## src/hdl/ibpa_pkg.sv

```systemverilog
package ibpa_pkg;

  // Fixed field widths
  localparam int COORD_BITS = 12;
  localparam int COLOR_W    = 8;
  localparam int CIDX_W     = $clog2(COLOR_W);
  localparam int DEPTH_W    = 4;
  localparam int STRIDE_W   = 13;
  localparam int WORD_W     = 16;
  localparam int BIT_W      = $clog2(WORD_W);
  localparam int CFG_IDX_W  = 1;
  localparam int CFG_DATA_W = 13;

  // Parameter defaults
  localparam int FB_WORDS_DEF  = 65536;
  localparam int MAX_DEPTH_DEF = 8;

  // Register reset values
  localparam logic [DEPTH_W-1:0]  DEPTH_RST  = 4'd4;
  localparam logic [STRIDE_W-1:0] STRIDE_RST = 13'd80;

  // Entries in the queue between front and back
  localparam int QUEUE_DEPTH = 2;

  // Item kinds
  localparam logic KIND_PUT = 1'b0;
  localparam logic KIND_GET = 1'b1;

  typedef enum logic [CFG_IDX_W-1:0] {
    REG_PLANE_DEPTH = 1'b0,
    REG_LINE_STRIDE = 1'b1
  } cfg_reg_t;

  typedef struct packed {
    logic                  kind;
    logic [COORD_BITS-1:0] x;
    logic [COORD_BITS-1:0] y;
    logic [COLOR_W-1:0]    pixel_color;
  } in_item_t;

  typedef struct packed {
    logic [COLOR_W-1:0] read_color;
    logic               out_of_range;
  } out_item_t;

  // Classified job handed from front to back (word address travels beside it)
  typedef struct packed {
    logic               kind;
    logic [BIT_W-1:0]   x_lo;
    logic [COLOR_W-1:0] color;
    logic [DEPTH_W-1:0] planes;
    logic               outside;
  } job_t;

endpackage

```

## src/hdl/ibpa_front.sv

```systemverilog
module ibpa_front #(
  parameter int FB_WORDS  = ibpa_pkg::FB_WORDS_DEF,
  parameter int MAX_DEPTH = ibpa_pkg::MAX_DEPTH_DEF
) (
  input  logic                                    clk,
  input  logic                                    rst,
  input  logic                                    start,
  input  ibpa_pkg::in_item_t                      item,
  input  logic                                    cfg_we,
  input  logic [ibpa_pkg::CFG_IDX_W-1:0]          cfg_index,
  input  logic [ibpa_pkg::CFG_DATA_W-1:0]         cfg_data,
  input  logic                                    clearing,
  input  logic [$clog2(ibpa_pkg::QUEUE_DEPTH+1)-1:0] q_count,
  output logic                                    busy,
  output logic                                    push,
  output logic [$clog2(FB_WORDS)-1:0]             push_base,
  output ibpa_pkg::job_t                          push_job
);

  localparam int ADDR_W = $clog2(FB_WORDS);
  localparam int CNT_W  = $clog2(ibpa_pkg::QUEUE_DEPTH + 1);
  localparam int PY_W   = ibpa_pkg::COORD_BITS + ibpa_pkg::STRIDE_W;
  localparam int PX_W   = ibpa_pkg::COORD_BITS - ibpa_pkg::BIT_W + ibpa_pkg::DEPTH_W;
  localparam int BASE_W = PY_W + 1;

  logic [ibpa_pkg::DEPTH_W-1:0]  plane_depth;
  logic [ibpa_pkg::STRIDE_W-1:0] line_stride_words;

  logic                          s1_valid;
  logic                          s1_kind;
  logic [ibpa_pkg::BIT_W-1:0]    s1_x_lo;
  logic [ibpa_pkg::COLOR_W-1:0]  s1_color;
  logic [ibpa_pkg::DEPTH_W-1:0]  s1_depth;
  logic [ibpa_pkg::DEPTH_W-1:0]  s1_planes;
  logic [PY_W-1:0]               s1_prod_y;
  logic [PX_W-1:0]               s1_prod_x;

  logic [ibpa_pkg::DEPTH_W-1:0]  eff_depth;
  logic [ibpa_pkg::DEPTH_W-1:0]  planes;
  logic [PY_W-1:0]               prod_y;
  logic [PX_W-1:0]               prod_x;
  logic [BASE_W-1:0]             base;
  logic                          outside;
  logic                          accept;

  // depth saturates at MAX_DEPTH; a get never looks past the colour width
  always_comb begin
    eff_depth = (32'(plane_depth) > MAX_DEPTH) ? ibpa_pkg::DEPTH_W'(MAX_DEPTH) : plane_depth;
    planes    = eff_depth;
    if (item.kind == ibpa_pkg::KIND_GET && 32'(eff_depth) > ibpa_pkg::COLOR_W) begin
      planes = ibpa_pkg::DEPTH_W'(ibpa_pkg::COLOR_W);
    end
  end

  assign prod_y = PY_W'(item.y) * PY_W'(line_stride_words);
  assign prod_x = PX_W'(item.x[ibpa_pkg::COORD_BITS-1:ibpa_pkg::BIT_W]) * PX_W'(eff_depth);

  assign busy = clearing ||
                ((CNT_W+1)'(q_count) + (CNT_W+1)'(s1_valid) >= (CNT_W+1)'(ibpa_pkg::QUEUE_DEPTH));
  assign accept = start && !busy;

  // second stage: sum the products, bound check
  assign base    = BASE_W'(s1_prod_y) + BASE_W'(s1_prod_x);
  assign outside = (base + BASE_W'(s1_depth)) > BASE_W'(FB_WORDS);

  assign push      = s1_valid;
  assign push_base = base[ADDR_W-1:0];
  always_comb begin
    push_job.kind    = s1_kind;
    push_job.x_lo    = s1_x_lo;
    push_job.color   = s1_color;
    push_job.planes  = s1_planes;
    push_job.outside = outside;
  end

  always_ff @(posedge clk) begin
    if (rst) begin
      plane_depth       <= ibpa_pkg::DEPTH_RST;
      line_stride_words <= ibpa_pkg::STRIDE_RST;
      s1_valid          <= 1'b0;
    end else begin
      if (cfg_we) begin
        case (ibpa_pkg::cfg_reg_t'(cfg_index))
          ibpa_pkg::REG_PLANE_DEPTH: plane_depth <= cfg_data[ibpa_pkg::DEPTH_W-1:0];
          ibpa_pkg::REG_LINE_STRIDE: line_stride_words <= cfg_data[ibpa_pkg::STRIDE_W-1:0];
          default: ;
        endcase
      end
      s1_valid <= accept;
    end
    if (accept) begin
      s1_kind   <= item.kind;
      s1_x_lo   <= item.x[ibpa_pkg::BIT_W-1:0];
      s1_color  <= item.pixel_color;
      s1_depth  <= eff_depth;
      s1_planes <= planes;
      s1_prod_y <= prod_y;
      s1_prod_x <= prod_x;
    end
  end

endmodule

```

## config.mk

```make
export PLATFORM = sky130hd
export DESIGN_NAME = ibpa_front
export DESIGN_NICKNAME = d
export VERILOG_FILES = /design/src/hdl/ibpa_pkg.sv /design/src/hdl/ibpa_front.sv
export SDC_FILE = /design/constraint.sdc
export NUM_CORES = 1
export LEC_CHECK = 0
export ABC_AREA = 1
export BUFFER_PORTS_ARGS = -buffer_cell sky130_fd_sc_hd__buf_2
export CAP_MARGIN = 0
export CELL_PAD_IN_SITES_DETAIL_PLACEMENT = 1
export CELL_PAD_IN_SITES_GLOBAL_PLACEMENT = 1
export CORE_UTILIZATION = 42
export CTS_CLUSTER_SIZE = 12
export DETAILED_ROUTE_END_ITERATION = 12
export HOLD_SLACK_MARGIN = 0.02
export PLACE_DENSITY_LB_ADDON = 0.1
export SLEW_MARGIN = 30
export SYNTH_ARGS = -nofsm -noshare
export SYNTH_HDL_FRONTEND = slang
export SYNTH_SLANG_ARGS = --single-unit
```

## constraint.sdc

```tcl
create_clock -name clk -period 5.3 [get_ports clk]
set_clock_uncertainty 0.05 [all_clocks]
set_input_delay 0.53 -clock clk [delete_from_list [all_inputs] [get_ports clk]]
set_output_delay 0.53 -clock clk [all_outputs]
set_load 0.05 [all_outputs]
```

## After elaboration in Yosys (flattened, before gate mapping)

Cells that the tools add are included.

| cells by class | value |
|---|---|
| magnitude comparators | 4 |
| $mul | 2 |
| divide/modulo/power cells | 0 |
| multiplexer cells | 1 |
| reduce and logical (&&, ||, !) cells | 6 |
| equality and inequality tests | 0 |
| shifts and indexed selects | 0 |
| bitwise gates (word level) | 1 |
| $add $sub $neg | 3 |

Operator list:

| operator | number |
|---|---|
| $add 25x12->26 | 1 |
| $add 26x4->26 | 1 |
| $gt 26x17->1 const B | 1 |
| $mul 12x13->25 | 1 |
| $mul 8x4->12 | 1 |
| $gt 4x4->1 const B | 2 |
| $mux 4 | 1 |
| $reduce_and 2->1 | 2 |
| $add 2x1->3 | 1 |
| $ge 3x2->1 const B | 1 |
| $logic_and 1x1->1 | 2 |
| $logic_not 1->1 | 1 |
| $logic_or 1x1->1 | 1 |
| $not 1->1 | 1 |

| storage, ports and cells | value |
|---|---|
| logic and storage cells | 27 |
| bits of input ports | 54 |
| register bits | 76 |
| memory bits (read-only) | 0 |
| memories kept | 0 |
| RAM bits | 0 |
| bits in latches | 0 |

## Logic depth before layout (Yosys ltp)

| logic depth | value |
|---|---|
| word-level depth | 5 |
| gate-level depth with buffers | 22 |

## Worst setup path before layout

No wires, ideal clock.

| path | value |
|---|---|
| path type | input port to flip-flop |
| from | input item[19] (netlist bit) |
| to | register s1_prod_y[19] (data pin) |
| setup slack | -0.195 ns |
| buffers on the path | 1 |
| library setup time | 0.265 ns |
| data required time | 4.985 ns |
| data arrival time | 5.180 ns |
| cell stages on the path | 18 |
| cell sequence | clkbuf_1 nand2_1 fa_1 fa_1 inv_1 fa_1 fa_1 inv_1 fa_1 inv_1 ha_1 nand2_1 nor4_1 a21oi_1 o21ai_0 a21boi_0 o21ai_0 xor2_1 |

| on the way | value |
|---|---|
| longest elaborated chain between the ends | 1 |

RTL lines:

| what | line | source |
|---|---|---|
| from (decl) | ibpa_front.sv:8 | `input ibpa_pkg::in_item_t item,` |
| $mul 12x13->25 | ibpa_front.sv:55 | `assign prod_y = PY_W'(item.y) * PY_W'(line_stride_words);` |
| named net prod_y[19] | ibpa_front.sv:40 | `logic [PY_W-1:0] prod_y;` |
| to (signal assigned) | ibpa_front.sv:97 | `s1_prod_y <= prod_y;` |
| to (decl) | ibpa_front.sv:35 | `logic [PY_W-1:0] s1_prod_y;` |

The timed path passes the listed nets, and every way through them passes these cells.
A chain may end at the register's enable or synchronous reset.

## Final worst setup path

| path | value |
|---|---|
| from | register line_stride_words[4] (netlist bit) |
| to | register s1_prod_y[22] (data pin) |

| on the way | value |
|---|---|
| longest elaborated chain between the ends | 1 |

RTL lines:

| what | line | source |
|---|---|---|
| from (decl) | ibpa_front.sv:27 | `logic [ibpa_pkg::STRIDE_W-1:0] line_stride_words;` |
| from (signal assigned) | ibpa_front.sv:79 | `line_stride_words <= ibpa_pkg::STRIDE_RST;` |
| from (signal assigned) | ibpa_front.sv:85 | `ibpa_pkg::REG_LINE_STRIDE: line_stride_words <= cfg_data[ibpa_pkg::STRIDE_W-1:0];` |
| $mul 12x13->25 | ibpa_front.sv:55 |  |
| named net prod_y[22] | ibpa_front.sv:40 |  |

The timed path passes the listed nets, and every way through them passes these cells.

==> impl_metrics.yaml <==
critical_path:
  crit_arrival_ns: 5.13
  setup.worst_path.end: "s1_prod_y[22]"
  cp-startpoint: "line_stride_words[4]"
  crit_fanout: 8
  end_kind: "register"
  slowest_delay_ns: 0.55
  critPathLaunchType: "register"
  worstSetupPathType: "register to register"
  crit_required_ns: 5.33
  reg2reg_to: "s1_prod_y[22]"
  r2r_cells: 19
  critPathSlowestCell: "fa_1"
  r2r-start: "line_stride_words[4]"
  worstPathCellList: "buf_4 > nand2_1 > inv_1 > fa_1 > inv_1 > fa_1 > inv_1 > fa_1 > fa_1 > inv_1 > fa_1 > inv_1 > ha_2 > nand2_1 > nor4_2 > buf_4 > nand4_1 > nand3_1 > xor2_1"
  r2r_setup_slack_ns: 0.20
timing:
  setup_tns_ns: 0
  hold_ws_ns: 0.3054
  finalMaxSlewViolations: 0
  relSlewSlack: 0.4214
  finalSetupViolations: 0
  period_needed_ns: 5.103
  hold_violations: 0
  period_share: 0.9629
  worstMarginPinSlew_ns: 0.8658
  fmax_mhz: 196.0
global_route:
  antenna_found_initial: 0
  grtUsageMet2: 0.4369
  grt_pass1_wl_um: 49080
  grt.busiest_layer: "met2"
  grt_pass1_vias: 10230
  grtUsageMet3: 0.01935
  grt_overflow_total: 0
  grt_max_degree: 31
  gr-usage-all-layers: 0.2325
  met1_usage: 0.2843
logic_synthesis:
  synthXorXnorAreaFrac: 0.03149
  synth_mux_area_frac: 0
  synth_edf_count: 58
  ys_warn_count: 0
  yosys.area_share.adder: 0.3373
  synth.avg_cell_area_um2: 7.475
  syn_nets: 1723
  synth_cells: 1451
  yosys.area_share.simple: 0.2636
  synth_top_family_by_area: "adder cells"
  seq_area_frac_synth: 0.1938
  synthArstFlopShare: 0
  synth.distinct_cells: 42
  syn-cell-area_mm2: 0.01085
  synth_compound_area_frac: 0.04441
  synth_seq_cells: 76
  synthFlopType: "edfxtp_1"
clocking:
  cts_buffers: 9
  htree_levels: 3
  clk_pin_slew_ns: 0.07
  clockBufferDepth: 2
  cts_tree: "built"
  clock_tree.root_cell: "clkbuf_16"
  cts_sinks: 76
  hold_buffers: 0
  clkLatencyLatePin_ns: 0.34
status:
  status: "finished, final reports clean"
finish:
  diodes: 0
  layout_commonest_cell: "nand2_1"
  syn_to_final_growth_pct: 16.28
  final_cell_count_no_fill: 1933
  most-common-layout-cells: "nand2_1 (409), inv_1 (331), fa_1 (124)"
  drive_gt1_frac: 0.1728
  fin_nets: 1870
drt:
  wl_per_cell_um: 15.10
  drt_iter0_drc: 279
  wl_um: 29190
  drt_pass1_iterations: 4
  viasPerCell: 4.865
  drc: 0
  vias: 9405
  ant_nets: 0
die:
  die_area_mm2: 0.02647
  core_area_mm2: 0.02525
  die_y_um: 162.7
  rows: 58
  io_pins: 90
  die_w_um: 162.7
  initial_utilization: 0.4295
pwr:
  finalPower_w: 0.004465
  power_density_mw_per_mm2: 354.0
  ir_worst_vdd_mv: 0.2697
  total_leakage_power_nw: 7.065
placed_design:
  post-dp-hpwl_um: 25240
  placed_cells: 1915
  port_buffers: 89
  gp_congestion: 0.8819
hold_path:
  hold_path.class: "input pin to register"
job:
  timing.max_cap.violations: 0
-- per-stage QoR --
step / utilization / instance area [um^2] / setup WS [ns]
final: 0.4994 / 12610 / 0.1968
after global routing: 0.4994 / 12610 / -0.01680
after CTS: 0.4935 / 12460 / 0.01196
after detailed placement: 0.4818 / 12170 / -0.3613
after global placement: 0.4818 / 12170 / -0.2390
after floorplan: - / 10860 / -0.007607
-- how the worst min path moves through the flow --
| stage | slack, ns | startpoint | to | depth (start not counted) |
|---|---|---|---|---|
| floorplan | 0.38 | plane_depth[2] | plane_depth[2] | 2 |
| global placement | 0.40 | plane_depth[2] | plane_depth[2] | 2 |
| detailed placement | 0.42 | plane_depth[2] | plane_depth[2] | 2 |
| CTS | 0.29 | item[3] | s1_color[3] | 1 |
| global route | 0.30 | item[5] | s1_color[5] | 1 |
| finish | 0.31 | item[3] | s1_color[3] | 1 |
-- cells by family after synthesis --
family / Yosys count
XOR/XNOR: 39
adder cells (fa/ha/maj): 218
flip-flops: 76
buffers and inverters: 372
AO/OA/AOI/OAI: 85
AND/OR/NAND/NOR: 661
-- cells in the mapped netlist (4+ instances only) --
cell      number  area [um^2]
nand2_2       25        156.4
nor2_1       101        379.1
nor2_2        10        62.56
clkbuf_1      31        116.4
dfxtp_1       18        360.4
nand4_1       21        131.4
nor2_4         4        45.04
a21oi_1       30        150.1
xnor2_1       12        105.1
nor4_1         5        31.28
nand2_1      413         1550
nor3_1         5        25.02
fa_1         124         2482
edfxtp_1      58         1742
xor2_1        27        236.5
nand3_2        9        90.09
inv_2          7        26.28
nand3_1       59        295.3
ha_1          94         1176
inv_1        331         1242
o21ai_0       34        170.2
-- area by class of cell --
type	instances	area [um^2]
fillers	3258	12640
clock inverters	6	43.79
multi-input cells	1003	7476
repair buffers	169	1046
flip-flops and latches	76	2132
clock buffers	10	229.0
inverters	339	1272
well taps	330	412.9
-- per-layer routing --
metal	up-vias	routed length, um	share of wire
met4	0	476	0.016
met2	129	15030	0.52
li1	4681	-	-
met5	-	0	0
met3	29	638	0.022
met1	4566	13040	0.45
-- power breakdown --
group	total, W	switching [W]	internal (W)
Sequential	0.000836	0.0000599	0.000776
Combinational	0.00304	0.00179	0.00125
Clock	0.000585	0.000264	0.000322
Total	0.00447	0.00212	0.00235
-- repair_timing --
action / CTS / global route
endpoints found under the hold margin: 0 / 0
pin swaps: 0 / 16
gates resized for setup: 9 / 37
setup endpoints to repair: 6 / 8
buffers inserted: 0 / 2
-- flip-flops by register name, indices dropped and copies added, names as in the netlist --
name / flops
s1_color: 8
s1_depth: 4
s1_prod_y: 25
s1_x_lo: 4
s1_prod_x: 12
line_stride_words: 13
s1_kind: 1
s1_planes: 4
push: 1
plane_depth: 4
-- worst max-delay path, delay by kind of cell, from the launching register on --
family                   cells  cell delay (ns)
buffers and inverters        7             0.58
XOR/XNOR                     1             0.07
AND/OR/NAND/NOR              5             0.78
adder cells (fa/ha/maj)      6             2.98
flip-flops                   1             0.38
No activity file was read; power rests on OpenSTA's default activity.
