### config.mk
export PLATFORM = sky130hd
export DESIGN_NAME = ibpa_queue
export DESIGN_NICKNAME = d
export VERILOG_FILES = /design/src/hdl/ibpa_pkg.sv /design/src/hdl/ibpa_queue.sv
export SDC_FILE = /design/constraint.sdc
export NUM_CORES = 1
export LEC_CHECK = 0
export ABC_CLOCK_PERIOD_IN_PS = 2470
export BUFFER_PORTS_ARGS = -buffer_cell sky130_fd_sc_hd__buf_2
export CAP_MARGIN = 20
export CORE_AREA = 4 4 41 43
export DETAILED_ROUTE_END_ITERATION = 8
export DIE_AREA = 0 0 45 47
export GPL_TIMING_DRIVEN = 0
export PLACE_DENSITY = 0.45
export SETUP_SLACK_MARGIN = 0.15
export SKIP_LAST_GASP = 1
export SLEW_MARGIN = 5
export SYNTH_ARGS = -nofsm -noshare
export SYNTH_HDL_FRONTEND = slang
export SYNTH_SLANG_ARGS = --single-unit
### constraint.sdc
create_clock -name clk -period 2.47 [get_ports clk]
set_input_delay 0 -clock clk [delete_from_list [all_inputs] [get_ports clk]]
set_output_delay 0 -clock clk [all_outputs]
set_load 0.01 [all_outputs]
### src/hdl/ibpa_pkg.sv
package ibpa_pkg;

  // Fixed field widths
  localparam int COORD_BITS = 12;
  localparam int COLOR_W    = 8;
  localparam int CIDX_W     = $clog2(COLOR_W);
  localparam int DEPTH_W    = 4;
  localparam int STRIDE_W   = 13;
  localparam int WORD_W     = 16;
  localparam int BIT_W      = $clog2(WORD_W);
  localparam int CFG_IDX_W  = 1;
  localparam int CFG_DATA_W = 13;

  // Parameter defaults
  localparam int FB_WORDS_DEF  = 65536;
  localparam int MAX_DEPTH_DEF = 8;

  // Register reset values
  localparam logic [DEPTH_W-1:0]  DEPTH_RST  = 4'd4;
  localparam logic [STRIDE_W-1:0] STRIDE_RST = 13'd80;

  // Entries in the queue between front and back
  localparam int QUEUE_DEPTH = 2;

  // Item kinds
  localparam logic KIND_PUT = 1'b0;
  localparam logic KIND_GET = 1'b1;

  typedef enum logic [CFG_IDX_W-1:0] {
    REG_PLANE_DEPTH = 1'b0,
    REG_LINE_STRIDE = 1'b1
  } cfg_reg_t;

  typedef struct packed {
    logic                  kind;
    logic [COORD_BITS-1:0] x;
    logic [COORD_BITS-1:0] y;
    logic [COLOR_W-1:0]    pixel_color;
  } in_item_t;

  typedef struct packed {
    logic [COLOR_W-1:0] read_color;
    logic               out_of_range;
  } out_item_t;

  // Classified job handed from front to back (word address travels beside it)
  typedef struct packed {
    logic               kind;
    logic [BIT_W-1:0]   x_lo;
    logic [COLOR_W-1:0] color;
    logic [DEPTH_W-1:0] planes;
    logic               outside;
  } job_t;

endpackage

### src/hdl/ibpa_queue.sv
module ibpa_queue #(
  parameter int W = 1
) (
  input  logic                                       clk,
  input  logic                                       rst,
  input  logic                                       push,
  input  logic [W-1:0]                               wdata,
  input  logic                                       pop,
  output logic [W-1:0]                               rdata,
  output logic                                       not_empty,
  output logic [$clog2(ibpa_pkg::QUEUE_DEPTH+1)-1:0] count
);

  localparam int QD    = ibpa_pkg::QUEUE_DEPTH;
  localparam int PTR_W = $clog2(QD);
  localparam int CNT_W = $clog2(QD + 1);

  logic [W-1:0]     slots [QD];
  logic [PTR_W-1:0] wr_ptr;
  logic [PTR_W-1:0] rd_ptr;

  assign rdata     = slots[rd_ptr];
  assign not_empty = (count != '0);

  always_ff @(posedge clk) begin
    if (rst) begin
      wr_ptr <= '0;
      rd_ptr <= '0;
      count  <= '0;
    end else begin
      if (push) begin
        wr_ptr <= (wr_ptr == PTR_W'(QD - 1)) ? '0 : wr_ptr + PTR_W'(1);
      end
      if (pop) begin
        rd_ptr <= (rd_ptr == PTR_W'(QD - 1)) ? '0 : rd_ptr + PTR_W'(1);
      end
      if (push && !pop) begin
        count <= count + CNT_W'(1);
      end else if (pop && !push) begin
        count <= count - CNT_W'(1);
      end
    end
    if (push) begin
      slots[wr_ptr] <= wdata;
    end
  end

endmodule

Yosys cells after proc, flatten, opt, wreduce, memory -nomap -nowiden
Memories as Yosys holds them, arrays and structs flattened. A register that Yosys moved wholly into a read port is not among the register bits.
Cells that the tools add are included.

operators by class
  $add $sub $neg = 4
  mux-type cells = 8
  reduce and logical (&&, ||, !) cells = 6

operator list
  cell                 number
  $mux 1               6
  $mux 2               2
  $reduce_bool 2->1    2
  $add 1x1->1 const B  2
  $add 2x1->2 const B  1
  $logic_and 1x1->1    2
  $logic_not 1->1      2
  $sub 2x1->2 const B  1

word-level totals
  register bits = 4
  memory bits (writable) = 2
  input bits = 5
  memories kept = 1

memories
  memory  depth  width  rd ports  clocked after memory_dff  wr ports  RTL line          source
  slots   2      1      1         1                         1         ibpa_queue.sv:18  logic [W-1:0] slots [QD];

Longest topological paths before layout
Gate-level depths: netlist (run 1).

  depth in word-level cells = 4
  depth in mapped cells = 5
  depth with buffers taken out = 5

Worst setup path after synthesis (run 1)
Ideal clock, no wire load.

  kind = reg-to-reg
  start = register count[0] (netlist name)
  end = register count[1] (netlist name)
  library setup time = 0.070 ns
  arrival = 0.937 ns
  required time = 2.400 ns
  path slack = 1.463 ns
  cell stages (with the launch flop) = 4
  buffers on the path = 0
  cell sequence = dfxtp_1 > xor2_1 > or3_1 > a21oi_1

on the way
  cells in the longest elaborated chain, start to end = 3
  elaborated cells between the ends (all ways) = 4
  classes of those cells = add/sub: 2; mux: 2

RTL lines
  element                   RTL line          source
  start: declaration        ibpa_queue.sv:11  output logic [$clog2(ibpa_pkg::QUEUE_DEPTH+1)-1:0] count
  start signal: assignment  ibpa_queue.sv:38  count <= count + CNT_W'(1);
  start signal: assignment  ibpa_queue.sv:40  count <= count - CNT_W'(1);
  $sub 2x1->2               ibpa_queue.sv:40
  $mux 2                    ibpa_queue.sv:39  end else if (pop && !push) begin
  $mux 2 *                  ibpa_queue.sv:37  if (push && !pop) begin

Every way passes the cells marked *; elsewhere a longest branch is shown, timed or not. The select of a mux whose other input is x is not followed.
A chain may end at the register's enable or synchronous reset.

Worst setup path after layout (run 1)
Ends and elaborated chain as after synthesis.

==> summary.md, run 1 <==
| Metric | Value |
|---|---|
| Storage element area | `160.2 um2` |
| Max Freq | `984.0 MHz` |
| # resized after CTS | `0` |
| Internal cell power | `0.2199 mW` |
| Min Hold Slack | `0.03538 ns` |
| M1 GR Usage | `0.06236` |
| PD cells | `765.4 nW/um2` |
| CP top delay family | `flip-flops` |
| # setup viols final | `0` |
| Max transition margin | `0.8827` |
| Largest net degree at the start of global routing | `6` |
| Syn Area/Cell | `11.37 um2` |
| Sequential share of power | `0.480` |
| GRT Residual Overflow | `0` |
| Crit path buf inv count | `0` |
| N_diodes | `0` |
| IO Count | `9` |
| CTS tree | `yes` |
| YS warnings | `0` |
| Worst setup path category | `flip-flop to flip-flop` |
| Multi-input gate area | `108.9 um2` |
| Vias/cell | `3.792` |
| Highest fanout seen on the critical path | `4` |
| RSZ-0062 raised after global routing | `false` |
| MaxCap Viol Count | `0` |
| Gr busiest metal | `met2` |
| Met2 usage | `0.07910` |
| Critical-path cell list | `xor2_1 > or3_1 > a21oi_1` |
| Antenna-violating nets left | `0` |
| Row cnt | `13` |
| # DRC | `0` |
| Clk pwr share | `0.342` |
| Switching Share | `0.2395` |
| Iter 0 DRT Violations | `2` |
| Final WS setup | `1.454 ns` |
| Minimum clock period after layout | `1.016 ns` |
| Seq cells post-synth | `7` |
| CTS Hold Buffers Added | `2` |
| Final #Nets | `45` |
| Routed via count | `201` |
| Post-synth net total | `30` |
| Tot Pwr | `0.2892 mW` |
| Clock Latency Late Sink | `0.24 ns` |
| Slowest stage delay, CP | `0.34 ns` |
| Top-area cell type share of the netlist area | `0.3670` |
| Chip width | `45 um` |
| GPL Wtd Cong | `0.5927` |
| Core ar. | `1301 um2` |
| Cell Count, Final, Fillers Out | `53` |
| Slew @ Worst Pin | `0.1747 ns` |
| Initial Util | `0.2096` |
| Worst path required time | `2.65 ns` |
| Post-Route WL | `471 um` |
| Crit-path slowest cell | `dfxtp_1` |
| Largest area contributor in the netlist | `dfxtp_1` |
| Final slew viol count | `0` |
| DRT Pass-1 Iters | `2` |
| Initial antenna violation count | `0` |
| Tcrit/Tclk final | `0.4114` |
| Die Area | `2115 um2` |
| Fin Setup TNS | `0 ns` |
| First-pass GRT wire length | `800 um` |
| Cell variety after synth | `14` |
| Crit start category | `flip-flop` |
| Fin Clk Skew | `0.002132 ns` |
| Bufs on Longest Clock Path | `2` |
| Min-delay worst type | `input port to flip-flop` |
| GRT met3 Usage | `0.05747` |
| Cts bufs inserted | `3` |
| Outcome | `complete, no violations` |
| Clock slew at reported path FFs | `0.05 ns` |
| Net switching power | `0.06926 mW` |
| Sequential area share after synthesis | `0.5872` |
| Clk sink count | `7` |
| H-tree levels | `1` |
| P_leak | `0.1712 nW` |
| Area Overhead vs Synth | `38.53%` |
| Synth Cell Area | `272.8 um2` |
| Number of global-route vias before repair | `205` |
| GR Util All Layers | `0.05798` |
| Port bufs | `8` |
| Cells after Synth | `24` |
| WL/cell | `8.887 um` |
| Gate power share | `0.178` |
| DP Cell Count | `47` |
| Top cells by area, synth | `dfxtp_1 (37%), edfxtp_1 (22%), xnor2_1 (6.4%), xor2_1 (6.4%), nor2_1 (5.5%)` |
| Final Hold Vio Count | `0` |
| Crit end category | `flip-flop` |
| Root buffer cell | `clkbuf_4` |
| Post CTS Setup Buffer Count | `0` |
| Die height | `47 um` |
| DP Worst Slack | `1.450 ns` |
| CP arrival | `1.19 ns` |
| VDD IR max | `0.4404 mV` |
| Layout cells sized above 1 | `0.3421` |
| Fillcell total | `153` |
[worst reg2reg max path, delay by kind of cell (launching register included)]
kind	cells	cell delay, ns
simple gates	1	0.31
compound gates	1	0.13
xor+xnor	1	0.17
flops	1	0.34
[power groups by stage]
stage,clock network (mW),registers [mW],logic [mW]
floorplan,0,0.142,0.0286
global placement,0,0.140,0.0483
detailed placement,0,0.141,0.0500
CTS,0.105,0.139,0.0529
global route,0.113,0.141,0.0580
finish,0.0990,0.139,0.0515
[cells by family after synthesis]
logic type               Yosys count  synth area share
AND/OR/NAND/NOR                    8            0.1468
flip-flops                         7            0.5872
XOR/XNOR                           4            0.1285
AO/OA/AOI/OAI                      2           0.03666
buffers and inverters              1           0.01375
multiplexers                       1           0.04128
adder cells (fa/ha/maj)            1           0.04586
[cell usage after synthesis, drive strengths merged]
cell type and n:
edfxtp 2, and2 1, nor2 4, or3 1, a21oi 1, inv 1
xor2 2, o21ai 1, mux2 1, xnor2 2, or2 1, ha 1
nor2b 1, dfxtp 5
[stage by stage]
step | instance area, um2 | util
after floorplan | 272.8 | -
after global placement | 331.6 | 0.2548
after detailed placement | 331.6 | 0.2548
after CTS | 377.9 | 0.2904
after global routing | 377.9 | 0.2904
final | 377.9 | 0.2904
[cell type report]
| cell class | count | area share |
|---|---|---|
| sequential | 7 | 0.4238 |
| multi-input combinational | 16 | 0.2881 |
| timing repair buffer | 10 | 0.1589 |
| clock buffer | 4 | 0.06954 |
| tap | 15 | 0.04967 |
| inverter | 1 | 0.009934 |
[cells in the final DEF, fill, tap and decap left out]
master / n
a21oi_1: 1
or2_2: 1
mux2_2: 1
clkbuf_1: 1
inv_1: 1
o21ai_0: 1
xor2_1: 2
xnor2_1: 2
and2_1: 1
buf_2: 8
nor2_1: 4
ha_1: 1
dfxtp_1: 5
edfxtp_1: 2
nor2b_1: 1
or3_1: 1
clkbuf_4: 3
dlygate4sd3_1: 2
[metal layers]
layer / up-vias / part of all wire
met5: - / 0
met4: 0 / 0
met3: 0 / 0.12
met2: 10 / 0.44
met1: 86 / 0.44
li1: 105 / -
[worst paths after layout]
path | from | to | slack, ns | cells after the start
worst max-delay path | count[0] | count[1] | 1.45 | 3
worst min-delay path | pop | flip-flop | 0.04 | 3
worst max register to register | count[0] | count[1] | 1.45 | 3
worst min register to register | count[1] | count[1] | 0.50 | 2
No activity file was read; power rests on OpenSTA's default activity.
==> run 2, diff against run 1 <==
- ABC_CLOCK_PERIOD_IN_PS: 2470 -> 1100
- clock period: 2.47 -> 1.1 ns (I/O delays scaled with it)
==> run 2 against run 1 <==
Setup slack got worse by 1.4 ns. Critical path depth fell by 1. Global-route usage rose by 0.70 points. Die area did not move. Sequential cell count did not move. Combinational power rose to 3.0 times the previous value. Critical endpoint is now rdata. Highest routed layer unchanged.
==> summary.md, run 2 (synthesized netlist as in run 1, its figures left out) <==
| Metric | Value |
|---|---|
| Worst path required time | `1.10 ns (was 2.65 ns)` |
| Layout cells sized above 1 | `0.4615 (was 0.3421)` |
| Number of global-route vias before repair | `231 (was 205)` |
| CP top delay family | `multiplexers (was flip-flops)` |
| Crit end category | `primary output (was flip-flop)` |
| Die height | `47 um (unchanged)` |
| Row cnt | `13 (unchanged)` |
| MaxCap Viol Count | `0 (unchanged)` |
| Die Area | `2115 um2 (unchanged)` |
| Final #Nets | `46 (was 45)` |
| Vias/cell | `3.870 (was 3.792)` |
| Critical-path cell list | `mux2_2 > buf_6 (was xor2_1 > or3_1 > a21oi_1)` |
| CTS tree | `yes (unchanged)` |
| Min-delay worst type | `input port to flip-flop (unchanged)` |
| Crit path buf inv count | `1 (was 0)` |
| Crit start category | `flip-flop (unchanged)` |
| GPL Wtd Cong | `0.6803 (was 0.5927)` |
| Routed via count | `209 (was 201)` |
| Tcrit/Tclk final | `0.9163` |
| Outcome | `complete, no violations (unchanged)` |
| H-tree levels | `1 (unchanged)` |
| Highest fanout seen on the critical path | `1 (was 4)` |
| Multi-input gate area | `115.1 um2 (was 108.9 um2)` |
| First-pass GRT wire length | `897 um (was 800 um)` |
| GRT Residual Overflow | `0 (unchanged)` |
| Slew @ Worst Pin | `0.2144 ns (was 0.1747 ns)` |
| DRT Pass-1 Iters | `2 (unchanged)` |
| Clk sink count | `7 (unchanged)` |
| Max Freq | `992.1 MHz` |
| GR Util All Layers | `0.06503 (was 0.05798)` |
| WL/cell | `9.204 um (was 8.887 um)` |
| Worst setup path category | `flip-flop to primary output (was flip-flop to flip-flop)` |
| Port bufs | `8 (unchanged)` |
| Fin Clk Skew | `0.003907 ns (was 0.002132 ns)` |
| Initial Util | `0.2096 (unchanged)` |
| Iter 0 DRT Violations | `5 (was 2)` |
| CP arrival | `1.01 ns (was 1.19 ns)` |
| P_leak | `0.1814 nW (was 0.1712 nW)` |
| Cts bufs inserted | `3 (unchanged)` |
| Clock Latency Late Sink | `0.25 ns (was 0.24 ns)` |
| Area Overhead vs Synth | `50.46% (was 38.53%)` |
| Root buffer cell | `clkbuf_4 (unchanged)` |
| Chip width | `45 um (unchanged)` |
| Clock slew at reported path FFs | `0.05 ns (about the same)` |
| Minimum clock period after layout | `1.008 ns` |
| Antenna-violating nets left | `0 (unchanged)` |
| Crit-path slowest cell | `mux2_2 (was dfxtp_1)` |
| Post-Route WL | `497 um (was 471 um)` |
| Largest net degree at the start of global routing | `6 (unchanged)` |
| Core ar. | `1301 um2 (unchanged)` |
| Fillcell total | `150 (was 153)` |
| # setup viols final | `0 (unchanged)` |
| Fin area | `410.4 um2 (was 377.9 um2)` |
| Most common cell after layout, fill and taps aside | `buf_2 (unchanged)` |
| N_diodes | `0 (unchanged)` |
| IO Count | `9 (unchanged)` |
| # DRC | `0 (unchanged)` |
| Final Hold Vio Count | `0 (unchanged)` |
| Final slew viol count | `0 (unchanged)` |
| Placed Area | `335.3 um2 (was 331.6 um2)` |
| Fin Setup TNS | `0 ns (unchanged)` |
| Max transition margin | `0.8555 (was 0.8827)` |
| PD cells | `1686 nW/um2 (was 765.4 nW/um2)` |
| RSZ-0062 raised after global routing | `true (was false)` |
| Hold path start | `pop (unchanged)` |
| Storage element area | `166.4 um2 (was 160.2 um2)` |
| Bufs on Longest Clock Path | `2 (unchanged)` |
| Initial antenna violation count | `0 (unchanged)` |
| Reg2reg start | `count[0] (unchanged)` |
| Slowest stage delay, CP | `0.33 ns (was 0.34 ns)` |
| Most frequent cells in the layout | `buf_2 (6), nor2_1 (4), clkbuf_4 (3) (was buf_2 (8), dfxtp_1 (5), nor2_1 (4))` |
| VDD IR max | `0.6391 mV (was 0.4404 mV)` |
## run 2: changes by cell type in the layout (fill, tap and decap cells not counted), sizes merged
| cell | previous run | this run |
|---|---|---|
| buf | 8 | 9 |
## run 2: worst paths after layout
check | end | slack, ns | cells after the start
worst max-delay path | rdata | 0.09 | 2
worst min-delay path | rd_ptr | 0.03 | 3
worst max register to register | count[1] | 0.10 | 3
worst min register to register | rd_ptr | 0.51 | 2
## run 2: per-stage QoR
stage | instances | setup slack [ns] | util | power [mW] | hold slack, ns
floorplan | 24 | 0.1500 | - | 0.3856 | 0.06270
global route | 54 | 0.04477 | 0.3154 | 0.7545 | 0.05773
finish | 54 | 0.09208 | 0.3154 | 0.6919 | 0.03329
detailed placement | 47 | 0.08658 | 0.2577 | 0.4290 | 0.2015
global placement | 47 | 0.1271 | 0.2577 | 0.4249 | 0.1932
CTS | 54 | 0.07763 | 0.3154 | 0.7059 | 0.03342
## run 2: tightest hold or removal path: cells and delay by family
kind                      cells  cell delay (ns)
xor gates and xnor gates      1             0.07
and+or+nand+nor               1             0.07
buffers and inverters         1             0.10
## run 2: per-layer routing
metal	track usage	part of all wire
met5	0	0
met4	0.01754	0
met3	0.06897	0.15
met2	0.09887	0.46
met1	0.05977	0.39
## run 2: where the power goes
part | internal (mW) | switching (mW) | leakage, nW
registers | 0.298 | 0.0173 | 0.0616
clock network | 0.138 | 0.0864 | 0.0150
logic | 0.0895 | 0.0628 | 0.105
## run 2: cell type report
cell class	count	share of cell area
clock buffer	4	0.06402
inverter	1	0.009146
multi-input combinational	16	0.2805
sequential	7	0.4055
tap	15	0.04573
timing repair buffer	11	0.1951
## run 2: what timing repair did
item / CTS / global route
endpoints found under the hold margin: 7 / 0
hold buffers: 2 / 0
gates resized for setup: 6 / 0
setup buffers: 1 / 0
endpoints found under the setup margin: 3 / 3
==> run 3, diff against run 2 <==
- PLACE_DENSITY: 0.45 -> default
- PLACE_DENSITY_LB_ADDON: default -> 0.15
==> run 3 against run 2 <==
Non-clock buffer count stayed put. Clock power rose by 5%. Sequential cell count is the same. Setup slack lost 0.029 ns. Power up 2.1%. Final area up 0.91%. Critical endpoint is now count[1]. Highest routed layer unchanged. Global-route usage down 0.074 points. Critical path depth rose by 1. Via count rose by 0.96%. Fmax down 2.8%. Wire length increased by 6.8%.
==> summary.md, run 3 (synthesized netlist as in run 1, its figures left out) <==
| Metric | Value |
|---|---|
| P_leak | `0.1852 nW (was 0.1814 nW)` |
| IO Count | `9 (unchanged)` |
| WL/cell | `9.833 um (was 9.204 um)` |
| Worst setup path category | `flip-flop to flip-flop (was flip-flop to primary output)` |
| H-tree levels | `1 (unchanged)` |
| Clock Latency Late Sink | `0.25 ns (about the same)` |
| Critical Path Start | `count[0]` |
| Slew @ Worst Pin | `0.2158 ns (was 0.2144 ns)` |
| # setup viols final | `0 (unchanged)` |
| Bufs on Longest Clock Path | `2 (unchanged)` |
| Row cnt | `13 (unchanged)` |
| Area Overhead vs Synth | `51.83% (was 50.46%)` |
| Clock slew at reported path FFs | `0.05 ns (about the same)` |
| VDD IR max | `0.5949 mV (was 0.6391 mV)` |
| Met2 usage | `0.1045 (was 0.09887)` |
| Clk sink count | `7 (unchanged)` |
| Initial Util | `0.2096 (unchanged)` |
| GRT met3 Usage | `0.02682 (was 0.06897)` |
| Largest net degree at the start of global routing | `6 (unchanged)` |
| GR Util All Layers | `0.06429 (was 0.06503)` |
| First-pass GRT wire length | `903 um (was 897 um)` |
| N_diodes | `0 (unchanged)` |
| Reg2reg end | `count[1] (unchanged)` |
| PD cells | `1706 nW/um2 (was 1686 nW/um2)` |
| Crit end category | `flip-flop (was primary output)` |
| Outcome | `complete, no violations (unchanged)` |
| Routed via count | `211 (was 209)` |
| Final slew viol count | `0 (unchanged)` |
| Max transition margin | `0.8546 (was 0.8555)` |
| HPWL Detailed | `393.3 um` |
| Die height | `47 um (unchanged)` |
| Vias/cell | `3.907 (was 3.870)` |
| Tcrit/Tclk final | `0.9426 (was 0.9163)` |
| DP Cell Count | `47 (unchanged)` |
| GPL Wtd Cong | `0.6487 (was 0.6803)` |
| Cell Count, Final, Fillers Out | `54 (unchanged)` |
| Fin Clk Skew | `0.00005723 ns (was 0.003907 ns)` |
| DP Worst Slack | `0.08338 ns (was 0.08658 ns)` |
| Final Hold Vio Count | `0 (unchanged)` |
| Gr busiest metal | `met2 (unchanged)` |
| Worst setup endpoint | `count[1] (was rdata)` |
| Cts bufs inserted | `3 (unchanged)` |
| Core ar. | `1301 um2 (unchanged)` |
| Root buffer cell | `clkbuf_4 (unchanged)` |
| Final WS setup | `0.06316 ns (was 0.09208 ns)` |
| RSZ-0062 raised after global routing | `true (unchanged)` |
| Port bufs | `8 (unchanged)` |
| Die Area | `2115 um2 (unchanged)` |
| Antenna-violating nets left | `0 (unchanged)` |
| M1 GR Usage | `0.05760 (was 0.05977)` |
| Highest fanout seen on the critical path | `3 (was 1)` |
| Max Freq | `964.5 MHz (was 992.1 MHz)` |
| Worst path required time | `1.28 ns (was 1.10 ns)` |
| Layout cells sized above 1 | `0.4615 (unchanged)` |
| Minimum clock period after layout | `1.037 ns (was 1.008 ns)` |
| # DRC | `0 (unchanged)` |
| Tot Pwr | `0.7063 mW (was 0.6919 mW)` |
| Reg2reg start | `count[0] (unchanged)` |
| Initial antenna violation count | `0 (unchanged)` |
| Worst reg2reg setup slack | `0.06 ns (was 0.10 ns)` |
| Post-Route WL | `531 um (was 497 um)` |
| Most frequent cells in the layout | `buf_2 (6), nor2_1 (4), clkbuf_4 (3) (unchanged)` |
| Number of global-route vias before repair | `248 (was 231)` |
| Iter 0 DRT Violations | `0 (was 5)` |
| MaxCap Viol Count | `0 (unchanged)` |
| Min-delay worst type | `input port to flip-flop (unchanged)` |
| Final #Nets | `46 (unchanged)` |
| R2r worst-path depth | `3 (unchanged)` |
| Crit start category | `flip-flop (unchanged)` |
| GRT Residual Overflow | `0 (unchanged)` |
| CTS tree | `yes (unchanged)` |
| CP arrival | `1.21 ns (was 1.01 ns)` |
| Chip width | `45 um (unchanged)` |
| DRT Pass-1 Iters | `1 (was 2)` |
| Fin Setup TNS | `0 ns (unchanged)` |
| Most common cell after layout, fill and taps aside | `buf_2 (unchanged)` |
[run 3: where the power goes]
part / leakage (nW) / internal, mW / switching (mW) / total, mW
clock: 0.0150 / 0.139 / 0.0967 / 0.235
combinational: 0.109 / 0.0918 / 0.0643 / 0.156
sequential: 0.0616 / 0.298 / 0.0174 / 0.315
[run 3: worst max-delay path, cell delays in order (launching register included)]
cell     delay [ns]
dfxtp_4        0.34
xor2_1         0.15
or3_1          0.33
a21oi_2        0.14
[run 3: what timing repair did]
item                                   in CTS  in global routing
resized for setup                           6                  1
hold buffers                                2                  0
endpoints found under the hold margin       7                  0
setup endpoints to repair                   3                  3
setup buffers                               1                  0
[run 3: worst min path at each step]
stage                from   endpoint  slack [ns]  depth (start not counted)
detailed placement  wdata   slots[0]        0.19                          1
CTS                   pop     rd_ptr        0.04                          3
global route          pop  flip-flop        0.07                          3
floorplan             rst   count[0]        0.06                          1
global placement    wdata   slots[1]        0.19                          1
finish                pop     rd_ptr        0.04                          3
[run 3: layout make-up]
| class | count | area, um2 |
|---|---|---|
| repair buffers | 11 | 80.08 |
| inverters | 1 | 3.754 |
| multi-input cells | 16 | 118.9 |
| fillers | 148 | 887.1 |
| clock buffers | 4 | 26.28 |
| well taps | 15 | 18.77 |
| flip-flops and latches | 7 | 166.4 |
[run 3: metal layers]
metal | vias up | routed length, um
met4 | 0 | 0
li1 | 107 | -
met1 | 99 | 228
met5 | - | 0
met2 | 5 | 260
met3 | 0 | 42
[run 3: per-stage QoR]
| stage | area, um2 | hold slack, ns | util |
|---|---|---|---|
| after floorplan | 276.5 | 0.06270 | - |
| after global placement | 335.3 | 0.1889 | 0.2577 |
| after detailed placement | 335.3 | 0.1947 | 0.2577 |
| after CTS | 410.4 | 0.03884 | 0.3154 |
| after global routing | 414.1 | 0.07032 | 0.3183 |
| final | 414.1 | 0.03969 | 0.3183 |
